[src/rtl/vcsr_fifo.sv]
`timescale 1ns / 1ps
// ----------------------------------------------------------------------------
// vcsr_fifo: small show-ahead queue
// register array with head word on the output; depth is a power of two and
// the writer never pushes into a full queue
// ----------------------------------------------------------------------------
module vcsr_fifo #(
    parameter int DEPTH = 8,
    parameter int WIDTH = 8
) (
    input  logic                         i_clk,
    input  logic                         i_rst_n,
    input  logic                         i_push,
    input  logic [WIDTH-1:0]             i_data,
    input  logic                         i_pop,
    output logic [WIDTH-1:0]             o_data,
    output logic                         o_empty,
    output logic [$clog2(DEPTH+1)-1:0]   o_count
);

    localparam int PW = $clog2(DEPTH);
    localparam int CW = $clog2(DEPTH + 1);

    logic [WIDTH-1:0] r_mem [DEPTH];
    logic [PW-1:0]    r_wr;
    logic [PW-1:0]    r_rd;
    logic [CW-1:0]    r_count;
    logic             w_pop;

    assign w_pop   = i_pop && (r_count != '0);
    assign o_data  = r_mem[r_rd];
    assign o_empty = (r_count == '0);
    assign o_count = r_count;

    // storage
    always_ff @(posedge i_clk) begin
        if (i_push) begin
            r_mem[r_wr] <= i_data;
        end
    end

    // pointers and fill count
    always_ff @(posedge i_clk) begin
        if (!i_rst_n) begin
            r_wr    <= '0;
            r_rd    <= '0;
            r_count <= '0;
        end else begin
            if (i_push) begin
                r_wr <= r_wr + PW'(1);
            end
            if (w_pop) begin
                r_rd <= r_rd + PW'(1);
            end
            if (i_push && !w_pop) begin
                r_count <= r_count + CW'(1);
            end else if (!i_push && w_pop) begin
                r_count <= r_count - CW'(1);
            end
        end
    end

endmodule

[config.mk]
export PLATFORM = sky130hd
export DESIGN_NAME = vcsr_fifo
export DESIGN_NICKNAME = d
export VERILOG_FILES = /design/src/rtl/vcsr_fifo.sv
export SDC_FILE = /design/constraint.sdc
export NUM_CORES = 1
export LEC_CHECK = 0
export ABC_AREA = 1
export BUFFER_PORTS_ARGS = -buffer_cell sky130_fd_sc_hd__buf_4
export CAP_MARGIN = 0
export CORE_ASPECT_RATIO = 1.2
export CORE_UTILIZATION = 59
export DETAILED_ROUTE_END_ITERATION = 7
export PLACE_DENSITY = 0.79
export SETUP_SLACK_MARGIN = 0.5
export SLEW_MARGIN = 40
export SYNTH_ARGS = -nofsm -noshare
export SYNTH_HDL_FRONTEND = slang
export SYNTH_SLANG_ARGS = --single-unit
[constraint.sdc]
create_clock -name i_clk -period 2.62 [get_ports i_clk]
set_input_delay 0.131 -clock i_clk [delete_from_list [all_inputs] [get_ports i_clk]]
set_output_delay 0.131 -clock i_clk [all_outputs]
set_load 0.02 [all_outputs]
; Word-level counts from Yosys, hierarchy flattened
; Memories as Yosys holds them, arrays and structs flattened. A register that Yosys moved wholly into a read port is not among the register bits.
; Index checks and enable logic that the tools add are counted.
[totals]
latch_bits = 0
mem_bits_ro = 0
reg_bits = 10
memories = 1
mem_bits_rw = 64
output_inout_bits = 13
input_bits = 12
[mem_list]
columns = name, words, width, read_ports, rd_ports_with_merged_regs, write_ports, line_no
row1 = r_mem, 8, 8, 1, 1, 1, 24  ; logic [WIDTH-1:0] r_mem [DEPTH];
[op_classes]
n_eq_ne = 0
n_mux = 6
n_addsub = 4
n_reduce_logical = 8
shift = 0
magnitude_cmp = 0
multipliers = 0
n_div = 0
n_bitwise = 0
[op_table]
columns = op, count
row1 = 4-bit two-way mux, 2
row2 = "3-bit by 1-bit adder with 3-bit output, second input constant", 2
row3 = 3-bit two-way mux, 2
row4 = "4-bit by 1-bit adder with 4-bit output, second input constant", 1
row5 = 4-bit logical NOT, 1
row6 = 4-bit nonzero test, 1
row7 = "4-bit by 1-bit subtractor with 4-bit output, second input constant", 1
row8 = 1-bit logical AND, 3
row9 = 1-bit logical NOT, 2
row10 = 1-bit two-way mux, 2
row11 = 2-bit nonzero test, 1

; Logic depth before layout (Yosys ltp)
[logic_depth]
ltp_word = 5
ltp_mapped = 13
depth_no_buf = 13

; Worst setup path before layout
; OpenSTA, ideal clock, no wires.
[synth_path]
kind = reg2reg
from = register r_count[0], in the netlist o_count[0]
to = register r_count[3], in the netlist o_count[3]
t_arrival_ns = 1.919
setup_slack_ns = 0.592
stages_incl_launch_ff = 12
required_ns = 2.511
path_cell_list = dfxtp_1 inv_1 nand3_1 nand2_1 ha_1 inv_1 ha_1 or2_2 nand3_1 nand3_1 nand2_1 inv_1
[synth_via]
elab_chain_len = 5
elab_cells_between_ends = 10
cone_classes = add/sub (2) / mux (2) / reduce/logical (6)
[synth_lines]
columns = element, line_no
row1 = "start, declared", 27  ; logic [CW-1:0] r_count;
row2 = "start signal, assigned", 56  ; r_count <= r_count + CW'(1);
row3 = "start signal, assigned", 58  ; r_count <= r_count - CW'(1);
row4 = branches (longest 5 deep; another with 4-bit by 1-bit subtractor with 4-bit output), n/a
; Parallel ways; which one is timed is not known. The select of a mux whose other input is x is not followed.
; A chain may end at the register's enable or synchronous reset.

; Final worst setup path
[layout_path]
from = register r_count[1], in the netlist o_count[1]
to = register r_count[3], in the netlist o_count[3]
; Same word-level chain as after synthesis.

==> impl_metrics.yaml <==
outcome:
  outcome: "completed"
floorplan:
  io_pins: 25
  die_w_um: 69.7
  start_util_pct: 61.2
  row_count: 29
  die_area_um2: 5800
  core_area_um2: 5300
  die_y_um: 83.2
placement:
  place_hpwl_um: 4010
  gp_congestion: 0.755
  portBuffers: 24
  placed_cells: 385
finish:
  nNetsFinal: 352
  fill_cells: 396
  diodes: 0
  layout-drive-gt1-share_pct: 15.9
  post-route-util_pct: 69.7
  syn_to_final_growth_pct: 13.8
  final_cell_mix: "nor2_1, edfxtp_1, nand2_1"
  layout_commonest_cell: "nor2_1"
  fin_cells: 401
worst_hold_path:
  hp-class: "input port to flop"
  hp-start: "i_data[4]"
  whs_path_depth: 1
  holdPathEnd: "r_mem[1][4]$_DFFE_PP_"
clock_tree:
  clk_pin_slew_ns: 0.08
  clock-sinks: 77
  cts_root_buffer: "clkbuf_8"
  cts_hold_buffers: 0
  cts_setup_buffers: 0
  clock_latency_ns: 0.35
  cts_buffers: 9
  cts_resized: 0
  htreeDepth: 3
  cts_tree: "done"
  max-clock-path-buffers: 2
yosys:
  syn_nets: 321
  synth_top_area_share_pct: 59.2
  synthTopCellsByArea: "edfxtp_1, nor2_1, dfxtp_1"
  netlist_instances: 303
  synth_area_per_cell_um2: 10.7
  ys_types: 18
  syn_area_um2: 3240
  async_reset_ff_share_pct: 0
  synth-seq-area-share_pct: 67.3
  ys_warn_count: 0
  synth_area_leader_cell: "edfxtp_1"
  ys.flop_type: "edfxtp_1"
  synth_seq_cells: 77
  synth-edff-count: 64
grt:
  grt_pass1_wl_um: 9860
  gr-total-overflow: 0
  grt_usage_pct: 23.4
  first_global_vias: 2021
  antenna_found_initial: 0
  grt_max_degree: 33
sta:
  tightest_slew_ns: 0.900
  post-route-min-period_ns: 1.95
  period_share_pct: 74.4
  drv_slew: 0
  fmax_mhz: 513
  finalSetupViolCount: 0
  slew-limit-headroom_pct: 39.8
  rsz0062_at_grt: "no"
  setup_tns_ns: 0
  hold_viol_final: 0
  skew_ns: 0.00892
  fin_hold_ws_ns: 0.0105
pwr:
  power.leakage_nw: 1.47
  power.density_nw_per_um2: 950
  peakVddDrop_uv: 799
detailed_routing:
  vias: 2207
  drt-initial-drc-count: 192
  ant_nets: 0
  drc: 0
  wirelength_um: 6430
  wl_per_cell_um: 16.0
  first_pass_iters: 5
  via_per_inst: 5.50
setup_path:
  cp.arrival_ns: 2.20
  crit_path_end_kind: "flop"
  r2r_slack_ns: 0.67
  rr_endpoint: "o_count[3]$_SDFFE_PN0P_"
  critical_path.max_fanout: 6
  worstReg2RegStart: "o_count[1]$_SDFFE_PN0P_"
  cp.required_ns: 2.87
  crit_type: "flop to flop"
  start_kind: "flop"
  r2r_cells: 11
flow_run:
  drv_cap: 0
[cells by family (layout without fill, tap and decap cells)]
| family | count (synthesis) | count (layout) | share of synthesized area [%] |
|---|---|---|---|
| buffers and inverters | 26 | 62 | 5.32 |
| AND/OR/NAND/NOR | 147 | 147 | 17.4 |
| flip-flops | 77 | 77 | 67.3 |
| adder cells (fa/ha/maj) | 6 | 6 | 2.55 |
| AO/OA/AOI/OAI | 45 | 45 | 6.94 |
| XOR/XNOR | 2 | 2 | 0.540 |
[synth_stat cells, drive strengths merged (2+ instances only)]
cell,n
nand3,6
inv,15
ha,5
edfxtp,64
nor2,80
a21oi,8
or2,2
o21ai,37
xor2,2
nand2,59
buf,11
dfxtp,13
[through the flow]
step	setup WS, ns	power (mW)	instance area [µm²]
after floorplan	0.592	2.21	3240
after global placement	0.644	2.44	3440
after detailed placement	0.537	2.47	3440
after CTS	0.518	3.50	3680
after global routing	0.517	3.69	3690
final	0.670	3.51	3690
[cell type report]
type / count / area, µm² / area share [%]
Clock buffer: 9 / 124 / 3.36
Clock inverter: 7 / 114 / 3.08
Inverter: 15 / 58.8 / 1.59
Multi-Input combinational cell: 200 / 900 / 24.4
Sequential cell: 77 / 2180 / 59.2
Tap cell: 62 / 77.6 / 2.10
Timing Repair Buffer: 31 / 233 / 6.31
[how the worst max path moves through the flow]
stage	slack, ns	start	endpoint
2_1_floorplan	0.59	o_count[0]$_SDFFE_PN0P_	o_count[3]$_SDFFE_PN0P_
3_3_place_gp	0.64	o_count[0]$_SDFFE_PN0P_	o_count[3]$_SDFFE_PN0P_
3_5_place_dp	0.54	o_count[1]$_SDFFE_PN0P_	o_count[3]$_SDFFE_PN0P_
4_1_cts	0.52	o_count[1]$_SDFFE_PN0P_	o_count[3]$_SDFFE_PN0P_
5_1_grt	0.52	o_count[1]$_SDFFE_PN0P_	o_count[3]$_SDFFE_PN0P_
6_report	0.67	o_count[1]$_SDFFE_PN0P_	o_count[3]$_SDFFE_PN0P_
[layer usage]
metal	track usage [%]	share of wire (%)	vias up	wire (µm)
met5	0	0	-	0
met4	13.1	2.3	0	145
met3	3.16	4.9	10	314
met2	38.2	50	91	3220
met1	30.2	43	1033	2750
li1	-	-	1073	-
[where the power goes]
group	internal (mW)	leakage [nW]	total, mW	switching (mW)
sequential	1.40	0.689	1.46	0.0632
clock	0.627	0.115	1.05	0.419
combinational	0.369	0.664	0.996	0.628
[state kept, by name (all words and copies together), names as in the netlist, named ones only]
register / flops
r_rd: 3
r_wr: 3
o_count: 4
r_mem: 64
[worst max-delay path: stages (launching register included)]
cell     delay (ns)
dfxtp_2        0.35
nor2_1         0.13
nand3_2        0.13
nand2_2        0.11
ha_1           0.16
inv_1          0.10
ha_1           0.31
or2_2          0.29
nand3_1        0.09
nand3_1        0.08
nand2_1        0.07
inv_1          0.03
Note: power is estimated with default switching activity, not from simulation.
