File: config.mk
export PLATFORM = sky130hd
export DESIGN_NAME = vcsr_front
export DESIGN_NICKNAME = d
export VERILOG_FILES = /design/src/rtl/vcsr_pkg.sv /design/src/rtl/vcsr_front.sv
export SDC_FILE = /design/constraint.sdc
export NUM_CORES = 2
export LEC_CHECK = 0
export BUFFER_PORTS_ARGS = -buffer_cell sky130_fd_sc_hd__buf_2
export CAP_MARGIN = 40
export CORE_AREA = 2 2 286 316
export DETAILED_ROUTE_END_ITERATION = 6
export DIE_AREA = 0 0 288 318
export GPL_ROUTABILITY_DRIVEN = 0
export PLACE_DENSITY_LB_ADDON = 0.08
export SETUP_SLACK_MARGIN = 0.15
export SLEW_MARGIN = 40
export SYNTH_ARGS = -nofsm -noshare
export SYNTH_HDL_FRONTEND = slang
export SYNTH_SLANG_ARGS = --single-unit
File: constraint.sdc
create_clock -name i_clk -period 17.8 [get_ports i_clk]
set_input_delay 2.67 -clock i_clk [delete_from_list [all_inputs] [get_ports i_clk]]
set_output_delay 2.67 -clock i_clk [all_outputs]
set_load 0.02 [all_outputs]
File: src/rtl/vcsr_pkg.sv
`timescale 1ns / 1ps
// ----------------------------------------------------------------------------
// vcsr_pkg: shared types and constants of the voxel column span renderer
// register codes, fog colour, queue sizes and the words that move between parts
// ----------------------------------------------------------------------------
package vcsr_pkg;

    // configuration register indexes
    localparam logic [2:0] REG_SCREEN_ROWS  = 3'd0;
    localparam logic [2:0] REG_HORIZON_ROW  = 3'd1;
    localparam logic [2:0] REG_EYE_HEIGHT   = 3'd2;
    localparam logic [2:0] REG_HEIGHT_SCALE = 3'd3;
    localparam logic [2:0] REG_WATER_LEVEL  = 3'd4;

    // register reset values
    localparam logic [10:0] RST_SCREEN_ROWS  = 11'd240;
    localparam logic [9:0]  RST_HORIZON_ROW  = 10'd100;
    localparam logic [9:0]  RST_EYE_HEIGHT   = 10'd200;
    localparam logic [15:0] RST_HEIGHT_SCALE = 16'd30720;
    localparam logic [7:0]  RST_WATER_LEVEL  = 8'd70;

    // fixed fog colour
    localparam logic [7:0] FOG_R = 8'd174;
    localparam logic [7:0] FOG_G = 8'd190;
    localparam logic [7:0] FOG_B = 8'd196;

    // queue between front and back, and result queue
    localparam int MID_DEPTH = 8;
    localparam int MID_CW    = $clog2(MID_DEPTH + 1);
    localparam int RES_DEPTH = 4;
    localparam int RES_CW    = $clog2(RES_DEPTH + 1);

    typedef struct packed {
        logic [10:0] screen_rows;
        logic [9:0]  horizon_row;
        logic [9:0]  eye_height;
        logic [15:0] height_scale;
        logic [7:0]  water_level;
    } t_cfg;

    // one raw terrain sample
    typedef struct packed {
        logic [8:0]  column;
        logic        first_row;
        logic [7:0]  ground_height;
        logic [16:0] inv_distance;
        logic [8:0]  fog_level;
        logic [7:0]  red;
        logic [7:0]  green;
        logic [7:0]  blue;
    } t_sample;

    // projected sample, front to back
    typedef struct packed {
        logic [8:0]  column;
        logic        first_row;
        logic [10:0] top;
        logic [10:0] rows;
        logic [7:0]  red;
        logic [7:0]  green;
        logic [7:0]  blue;
    } t_item;

    // one span result
    typedef struct packed {
        logic [8:0]  column;
        logic [10:0] top;
        logic [10:0] bottom;
        logic [7:0]  red;
        logic [7:0]  green;
        logic [7:0]  blue;
    } t_span;

endpackage

File: src/rtl/vcsr_front.sv
`timescale 1ns / 1ps
// ----------------------------------------------------------------------------
// vcsr_front: sample classification, projection and fog blend
// three registered stages; drops out-of-range columns and hands a projected
// word with its top row and fogged colour to the middle queue
// ----------------------------------------------------------------------------
module vcsr_front #(
    parameter int SCREEN_COLUMNS = 512,
    parameter int MAX_ROWS       = 1024
) (
    input  logic              i_clk,
    input  logic              i_rst_n,
    input  vcsr_pkg::t_cfg    i_cfg,
    input  logic              i_valid,
    input  vcsr_pkg::t_sample i_sample,
    output logic              o_valid,
    output vcsr_pkg::t_item   o_item,
    output logic [1:0]        o_inflight
);

    // effective row count and horizon
    logic [12:0] w_rows13;
    logic [10:0] w_rows;
    logic [10:0] w_hor;
    logic [10:0] w_rows_m1;

    always_comb begin
        w_rows13 = {2'b00, i_cfg.screen_rows};
        if (w_rows13 == 13'd0) begin
            w_rows13 = 13'd1;
        end
        if (w_rows13 > 13'(MAX_ROWS)) begin
            w_rows13 = 13'(MAX_ROWS);
        end
        w_rows    = w_rows13[10:0];
        w_rows_m1 = w_rows - 11'd1;
        w_hor     = ({1'b0, i_cfg.horizon_row} > w_rows_m1) ? w_rows_m1
                                                            : {1'b0, i_cfg.horizon_row};
    end

    // input classification
    logic [9:0] w_ground;
    logic       w_neg;
    logic [9:0] w_dmag;
    logic [8:0] w_fog;
    logic       w_in_range;

    always_comb begin
        w_ground   = {2'b00, ((i_sample.ground_height < i_cfg.water_level)
                              ? i_cfg.water_level : i_sample.ground_height)};
        w_neg      = w_ground > i_cfg.eye_height;
        w_dmag     = w_neg ? (w_ground - i_cfg.eye_height) : (i_cfg.eye_height - w_ground);
        w_fog      = (i_sample.fog_level > 9'd256) ? 9'd256 : i_sample.fog_level;
        w_in_range = ({4'b0000, i_sample.column} < 13'(SCREEN_COLUMNS));
    end

    // stage 1 registers
    logic        r_v1;
    logic [8:0]  r_col1;
    logic        r_first1;
    logic        r_neg1;
    logic [9:0]  r_dmag1;
    logic [16:0] r_invd1;
    logic [8:0]  r_fog1;
    logic [7:0]  r_c1 [3];

    // stage 2 registers
    logic        r_v2;
    logic [8:0]  r_col2;
    logic        r_first2;
    logic        r_neg2;
    logic [25:0] r_m1;
    logic [16:0] r_invd2;
    logic [16:0] r_f2;
    logic [7:0]  r_c2 [3];

    // stage 3 registers
    logic        r_v3;
    logic [8:0]  r_col3;
    logic        r_first3;
    logic        r_neg3;
    logic [42:0] r_m2;
    logic [24:0] r_pc [3];
    logic [24:0] r_pf [3];

    logic [7:0]  w_fogc [3];
    logic [16:0] w_w2;
    logic [17:0] w_f2full;

    assign w_fogc[0] = vcsr_pkg::FOG_R;
    assign w_fogc[1] = vcsr_pkg::FOG_G;
    assign w_fogc[2] = vcsr_pkg::FOG_B;
    assign w_f2full  = r_fog1 * r_fog1;
    assign w_w2      = 17'h10000 - r_f2;

    // valid chain
    always_ff @(posedge i_clk) begin
        if (!i_rst_n) begin
            r_v1 <= 1'b0;
            r_v2 <= 1'b0;
            r_v3 <= 1'b0;
        end else begin
            r_v1 <= i_valid && w_in_range;
            r_v2 <= r_v1;
            r_v3 <= r_v2;
        end
    end

    // payload pipeline: height difference times scale, then times reciprocal distance; fog weights alongside
    always_ff @(posedge i_clk) begin
        r_col1   <= i_sample.column;
        r_first1 <= i_sample.first_row;
        r_neg1   <= w_neg;
        r_dmag1  <= w_dmag;
        r_invd1  <= i_sample.inv_distance;
        r_fog1   <= w_fog;
        r_c1[0]  <= i_sample.red;
        r_c1[1]  <= i_sample.green;
        r_c1[2]  <= i_sample.blue;

        r_col2   <= r_col1;
        r_first2 <= r_first1;
        r_neg2   <= r_neg1;
        r_m1     <= r_dmag1 * i_cfg.height_scale;
        r_invd2  <= r_invd1;
        r_f2     <= w_f2full[16:0];
        r_c2     <= r_c1;

        r_col3   <= r_col2;
        r_first3 <= r_first2;
        r_neg3   <= r_neg2;
        r_m2     <= r_m1 * r_invd2;
        for (int k = 0; k < 3; k++) begin
            r_pc[k] <= r_c2[k] * w_w2;
            r_pf[k] <= w_fogc[k] * r_f2;
        end
    end

    // projected top row, floor of the signed product, clamped to the screen
    logic [19:0] w_q;
    logic [20:0] w_sum;
    logic [10:0] w_top;

    always_comb begin
        w_q   = {1'b0, r_m2[42:24]} + 20'((r_m2[23:0] != 24'd0) && r_neg3);
        w_sum = {10'd0, w_hor} + {1'b0, w_q};
        if (r_neg3) begin
            w_top = (w_q > {9'd0, w_hor}) ? 11'd0 : (w_hor - w_q[10:0]);
        end else begin
            w_top = (w_sum > {10'd0, w_rows}) ? w_rows : w_sum[10:0];
        end
    end

    // rounded fog blend
    logic [25:0] w_blend [3];
    logic [7:0]  w_cout  [3];

    always_comb begin
        for (int k = 0; k < 3; k++) begin
            w_blend[k] = {1'b0, r_pc[k]} + {1'b0, r_pf[k]} + 26'd32768;
            w_cout[k]  = (w_blend[k][25:16] > 10'd255) ? 8'd255 : w_blend[k][23:16];
        end
    end

    assign o_valid          = r_v3;
    assign o_item.column    = r_col3;
    assign o_item.first_row = r_first3;
    assign o_item.top       = w_top;
    assign o_item.rows      = w_rows;
    assign o_item.red       = w_cout[0];
    assign o_item.green     = w_cout[1];
    assign o_item.blue      = w_cout[2];
    assign o_inflight       = {1'b0, r_v1} + {1'b0, r_v2} + {1'b0, r_v3};

endmodule

# Yosys cells after proc, flatten, opt, wreduce, memory -nomap -nowiden
# Memories as Yosys holds them, arrays and structs flattened.
# Cells that the tools add are included.
# totals
register_bits	223
mem_bits_rw	147
in_bits	126
out_inout_bits	59
word_cells	75
mem_count	2
# classes
add_sub_neg	15
mul	9
n_lt_le_gt_ge	10
mux	11
n_reduce_logical	3
# memory_table
memory	depth	width	read_ports	rd_ports_with_merged_regs	write_ports	line	rtl
r_pc	3	25	3	0	3	vcsr_front.sv:83	logic [24:0] r_pc [3];
r_pf	3	24	3	0	3	vcsr_front.sv:84	logic [24:0] r_pf [3];
# ops
operator	count
25-bit by 25-bit adder with 26-bit output	3
26-bit by 16-bit adder with 26-bit output (second input constant)	3
8-bit by 17-bit multiplier with 25-bit output	3
11-bit 2-to-1 mux	6
7-bit by 17-bit multiplier with 24-bit output (first input constant)	2
26-bit by 17-bit multiplier with 43-bit output	1
8-bit 2-to-1 mux	4
10-bit by 8-bit greater-than comparator with 1-bit output (second input constant)	3
10-bit by 16-bit multiplier with 26-bit output	1
24-bit nonzero test	1
6-bit by 17-bit multiplier with 23-bit output (first input constant)	1
11-bit by 20-bit adder with 21-bit output	1
21-bit by 11-bit greater-than comparator with 1-bit output	1
19-bit by 1-bit adder with 20-bit output	1
20-bit by 11-bit greater-than comparator with 1-bit output	1
9-bit by 9-bit multiplier with 17-bit output	1
17-bit subtractor (first input constant)	1
13-bit by 11-bit greater-than comparator with 1-bit output (second input constant)	1
10-bit by 11-bit greater-than comparator with 1-bit output	1
11-bit zero test	1
11-bit by 1-bit subtractor with 11-bit output (second input constant)	1
11-bit subtractor	1
8-bit by 10-bit greater-than comparator with 1-bit output	1
10-bit 2-to-1 mux	1
other kinds (7)	7

# Depth between registers and ports, before layout
# depth
depth_word	11
mapped_depth	34
ltp_nobuf	32

# Worst setup path before layout
# Ideal clock, no wire load.
# synth_path
path_kind	in2out
from	in i_cfg[52] in the netlist's numbering
to	out o_item[43] in the netlist's numbering
t_arrival_ps	8814
required_time_ps	15130
setup_slack_ps	6316
path_stages	32
n_path_buf	3
path_cell_list	nor4_1 and3_1 o21ai_0 ha_1 o21ai_0 o21bai_1 xnor2_1 inv_1 ha_1 a21o_1 a21oi_1 o2111ai_1 nand4_1 buf_2 mux2_2 ha_1 clkbuf_1 o21ai_0 a21oi_1 o41ai_1 o41ai_1 nor2_1 xnor2_1 ha_1 o21a_1 o32ai_1 o211ai_1 nor3_2 nand3_2 buf_6 mux2i_1 o22ai_1
# synth_rtl
item	line	rtl
from (decl)	vcsr_front.sv:13	input vcsr_pkg::t_cfg i_cfg,
to (decl)	vcsr_front.sv:17	output vcsr_pkg::t_item o_item,

==> results.cfg <==
[worst_setup_path]
crit_top_cell = ha_1
r2r_start = r_m1[12]
r2r_end = r_m2[39]
crit_required_ps = 15130
max_stage_delay_ps = 500
crit_type = input port to output pin
cp_max_fo = 20
cp.arrival_ps = 10450
end_kind = output pin
worst_setup_path_start_kind = input port
rrSetupSlack_ps = 10320
cp_slowest_cell = o41ai_1
r2r_cells = 24

[routing]
wl_per_cell_um = 17.5
first_pass_iters = 5
wl_mm = 122
vias = 38100
vias_per_cell = 5.45
drc = 0
drt_iter0_drc = 1621
antenna_left = 0

[clock_tree]
root_buffer = clkbuf_16
cts_resized = 0
htreeDepth = 2
clock-sinks = 358
clkLatencyLatePin_ps = 590
postCtsHoldBufs = 0
clkTransAtPathRegs_ps = 60
cts_tree = done
postCtsSetupBuffers = 0
numCtsBuffers = 43
clockBufferDepth = 3

[sta]
setup_viol = 0
rsz0062_at_grt = no
setup_tns_ps = 0
whs_ps = 325
layout_setup_ws_ps = 4680
fin_skew_ps = 35.9
worst_slew_pin_slew_ps = 935
hold_viol = 0
fin_crit_ps = 13120
final_max_slew_viol_count = 0
slew_headroom = 0.376
period_share = 0.737
fmax_ghz = 0.0762

[yosys]
avgSynthCellArea_um2 = 9.27
synth_ff_type = dfxtp_1
ys_ff_latch = 358
netlist_area_um2 = 52700
synth.distinct_cells = 80
synth_edf_count = 0
ys_warn_count = 0
synthCells = 5691
synthArstFlopShare = 0
synth_seq_area_share = 0.136

[run_status]
outcome = finished clean

[floorplan]
fp.dieW_um = 288
ioPinCount = 185
coreArea_um2 = 88600
die_h_um = 318
die_area_um2 = 91600
num_rows = 115
floorplan.initialDensity = 0.595

[finish]
stdcell_count = 6990
layout-area-overhead-vs-synth_pct = 6.99
multi_input_area_um2 = 41100
fillers = 7629
nNetsFinal = 7495
drive_above_1_share = 0.0634
regArea_um2 = 7170

[run]
drv_cap = 0

[placed_design]
hpwl_mm = 96.9
pre_cts_slack_ps = 4910
port_buffers = 184
placed_cells = 6908

[global_route]
antenna_found_initial = 1
grt-ovfl-total = 0
grt_max_degree = 51
track_usage = 0.277
grt_pass1_vias = 40600
grt_first_pass_wirelength_mm = 202

[min_path]
hold_path_end = r_c2[18]
hold_path_class = flip-flop to flip-flop
whs_path_depth = 0
min-delay-start = r_c1[18]
kinds of logic (layout without fill, tap and decap cells):
group / Yosys count / in the layout / share of synthesized area
and+or+nand+nor: 1596 / 1596 / 0.147
adders and majority gates: 1585 / 1585 / 0.502
buffers and inverters: 1244 / 1363 / 0.0888
AOI/OAI and AO/OA: 584 / 584 / 0.0716
DFF: 358 / 358 / 0.136
xor gates and xnor gates: 263 / 263 / 0.0437
muxes: 59 / 59 / 0.0117
other: 2 / 12 / 0.000142
metal layers:
layer | GRT usage | share of wire
met5 | 0 | 0
met4 | 0.135 | 0.054
met3 | 0.0263 | 0.039
met2 | 0.514 | 0.53
met1 | 0.315 | 0.38
through the flow:
stage	instance area, µm²	utilization
2_1_floorplan	52800	-
3_3_place_gp	54900	0.620
3_5_place_dp	54900	0.620
4_1_cts	56400	0.636
5_1_grt	56400	0.637
6_report	56400	0.637
sequential cells by signal, indices dropped and copies added, names as in the netlist:
register,count
r_m1,26
r_fog1,9
r_c2,24
r_v2,1
r_dmag1,10
r_col3,9
r_neg1,1
r_col2,9
r_col1,9
r_neg3,1
r_pf,65
o_valid,1
r_c1,24
r_f2,16
r_neg2,1
r_invd1,17
r_first1,1
r_v1,1
r_pc,71
r_first3,1
r_first2,1
r_m2,43
r_invd2,17
how the worst max path moves through the flow:
stage	startpoint	endpoint	slack (ps)	cells after the start
floorplan	i_cfg[52]	o_item[43]	6320	32
global placement	i_cfg[52]	o_item[39]	5050	32
detailed placement	i_cfg[52]	o_item[39]	4910	32
CTS	i_cfg[52]	o_item[39]	4860	32
global route	i_cfg[52]	o_item[35]	4050	32
finish	i_cfg[52]	o_item[39]	4680	32
area by class of cell:
class / count / share of cell area
repair buffers: 229 / 0.0224
clock buffers: 54 / 0.0210
flip-flops and latches: 358 / 0.127
diodes: 3 / 0.000133
multi-input cells: 4096 / 0.728
clock inverters: 24 / 0.00554
inverters: 1056 / 0.0702
well taps: 1170 / 0.0259
synthesized netlist by cell type, types with 26 or more instances:
| cell | n | area, µm² |
|---|---|---|
| xnor2_1 | 196 | 1720 |
| o21bai_1 | 45 | 338 |
| ha_1 | 703 | 8800 |
| nand2_1 | 731 | 2740 |
| o21ai_0 | 104 | 521 |
| dfxtp_1 | 358 | 7170 |
| nor2_1 | 154 | 578 |
| nor2b_1 | 41 | 257 |
| nor3_1 | 51 | 255 |
| a21o_1 | 78 | 586 |
| and3_1 | 28 | 175 |
| nand3_1 | 42 | 210 |
| nand2b_1 | 31 | 194 |
| and2_1 | 420 | 2630 |
| mux2i_1 | 39 | 390 |
| inv_1 | 1055 | 3960 |
| a21oi_1 | 171 | 856 |
| o21a_1 | 36 | 270 |
| nand4_1 | 26 | 163 |
| clkbuf_1 | 179 | 672 |
| xor2_1 | 67 | 587 |
| fa_1 | 882 | 17700 |
critical path, delay by kind of cell:
family | cells | cell delay [ps]
AO/OA/AOI/OAI | 13 | 3070
AND/OR/NAND/NOR | 7 | 1530
adder cells (fa/ha/maj) | 4 | 1400
buffers and inverters | 4 | 750
multiplexers | 2 | 620
XOR/XNOR | 2 | 380
layout by cell type (no fill, tap or decap), types with 17 or more instances in the layout:
master	count
o21ai_0	104
buf_2	184
clkbuf_16	43
inv_1	1055
and3_1	28
a31oi_1	22
or3_1	17
xor2_1	67
xnor2_1	182
and2_1	420
nand2_1	731
mux2i_1	39
ha_1	703
a21oi_1	171
nor3_1	51
o21bai_1	45
buf_4	44
nor2_1	154
nand2b_1	31
nor2b_1	41
nand3_1	42
a21o_1	78
mux2_2	20
o21a_1	36
nand4_1	26
dfxtp_1	355
fa_1	882
Power is not shown: default switching activity piles up to over one toggle a cycle in this logic, so the estimate is an artifact.
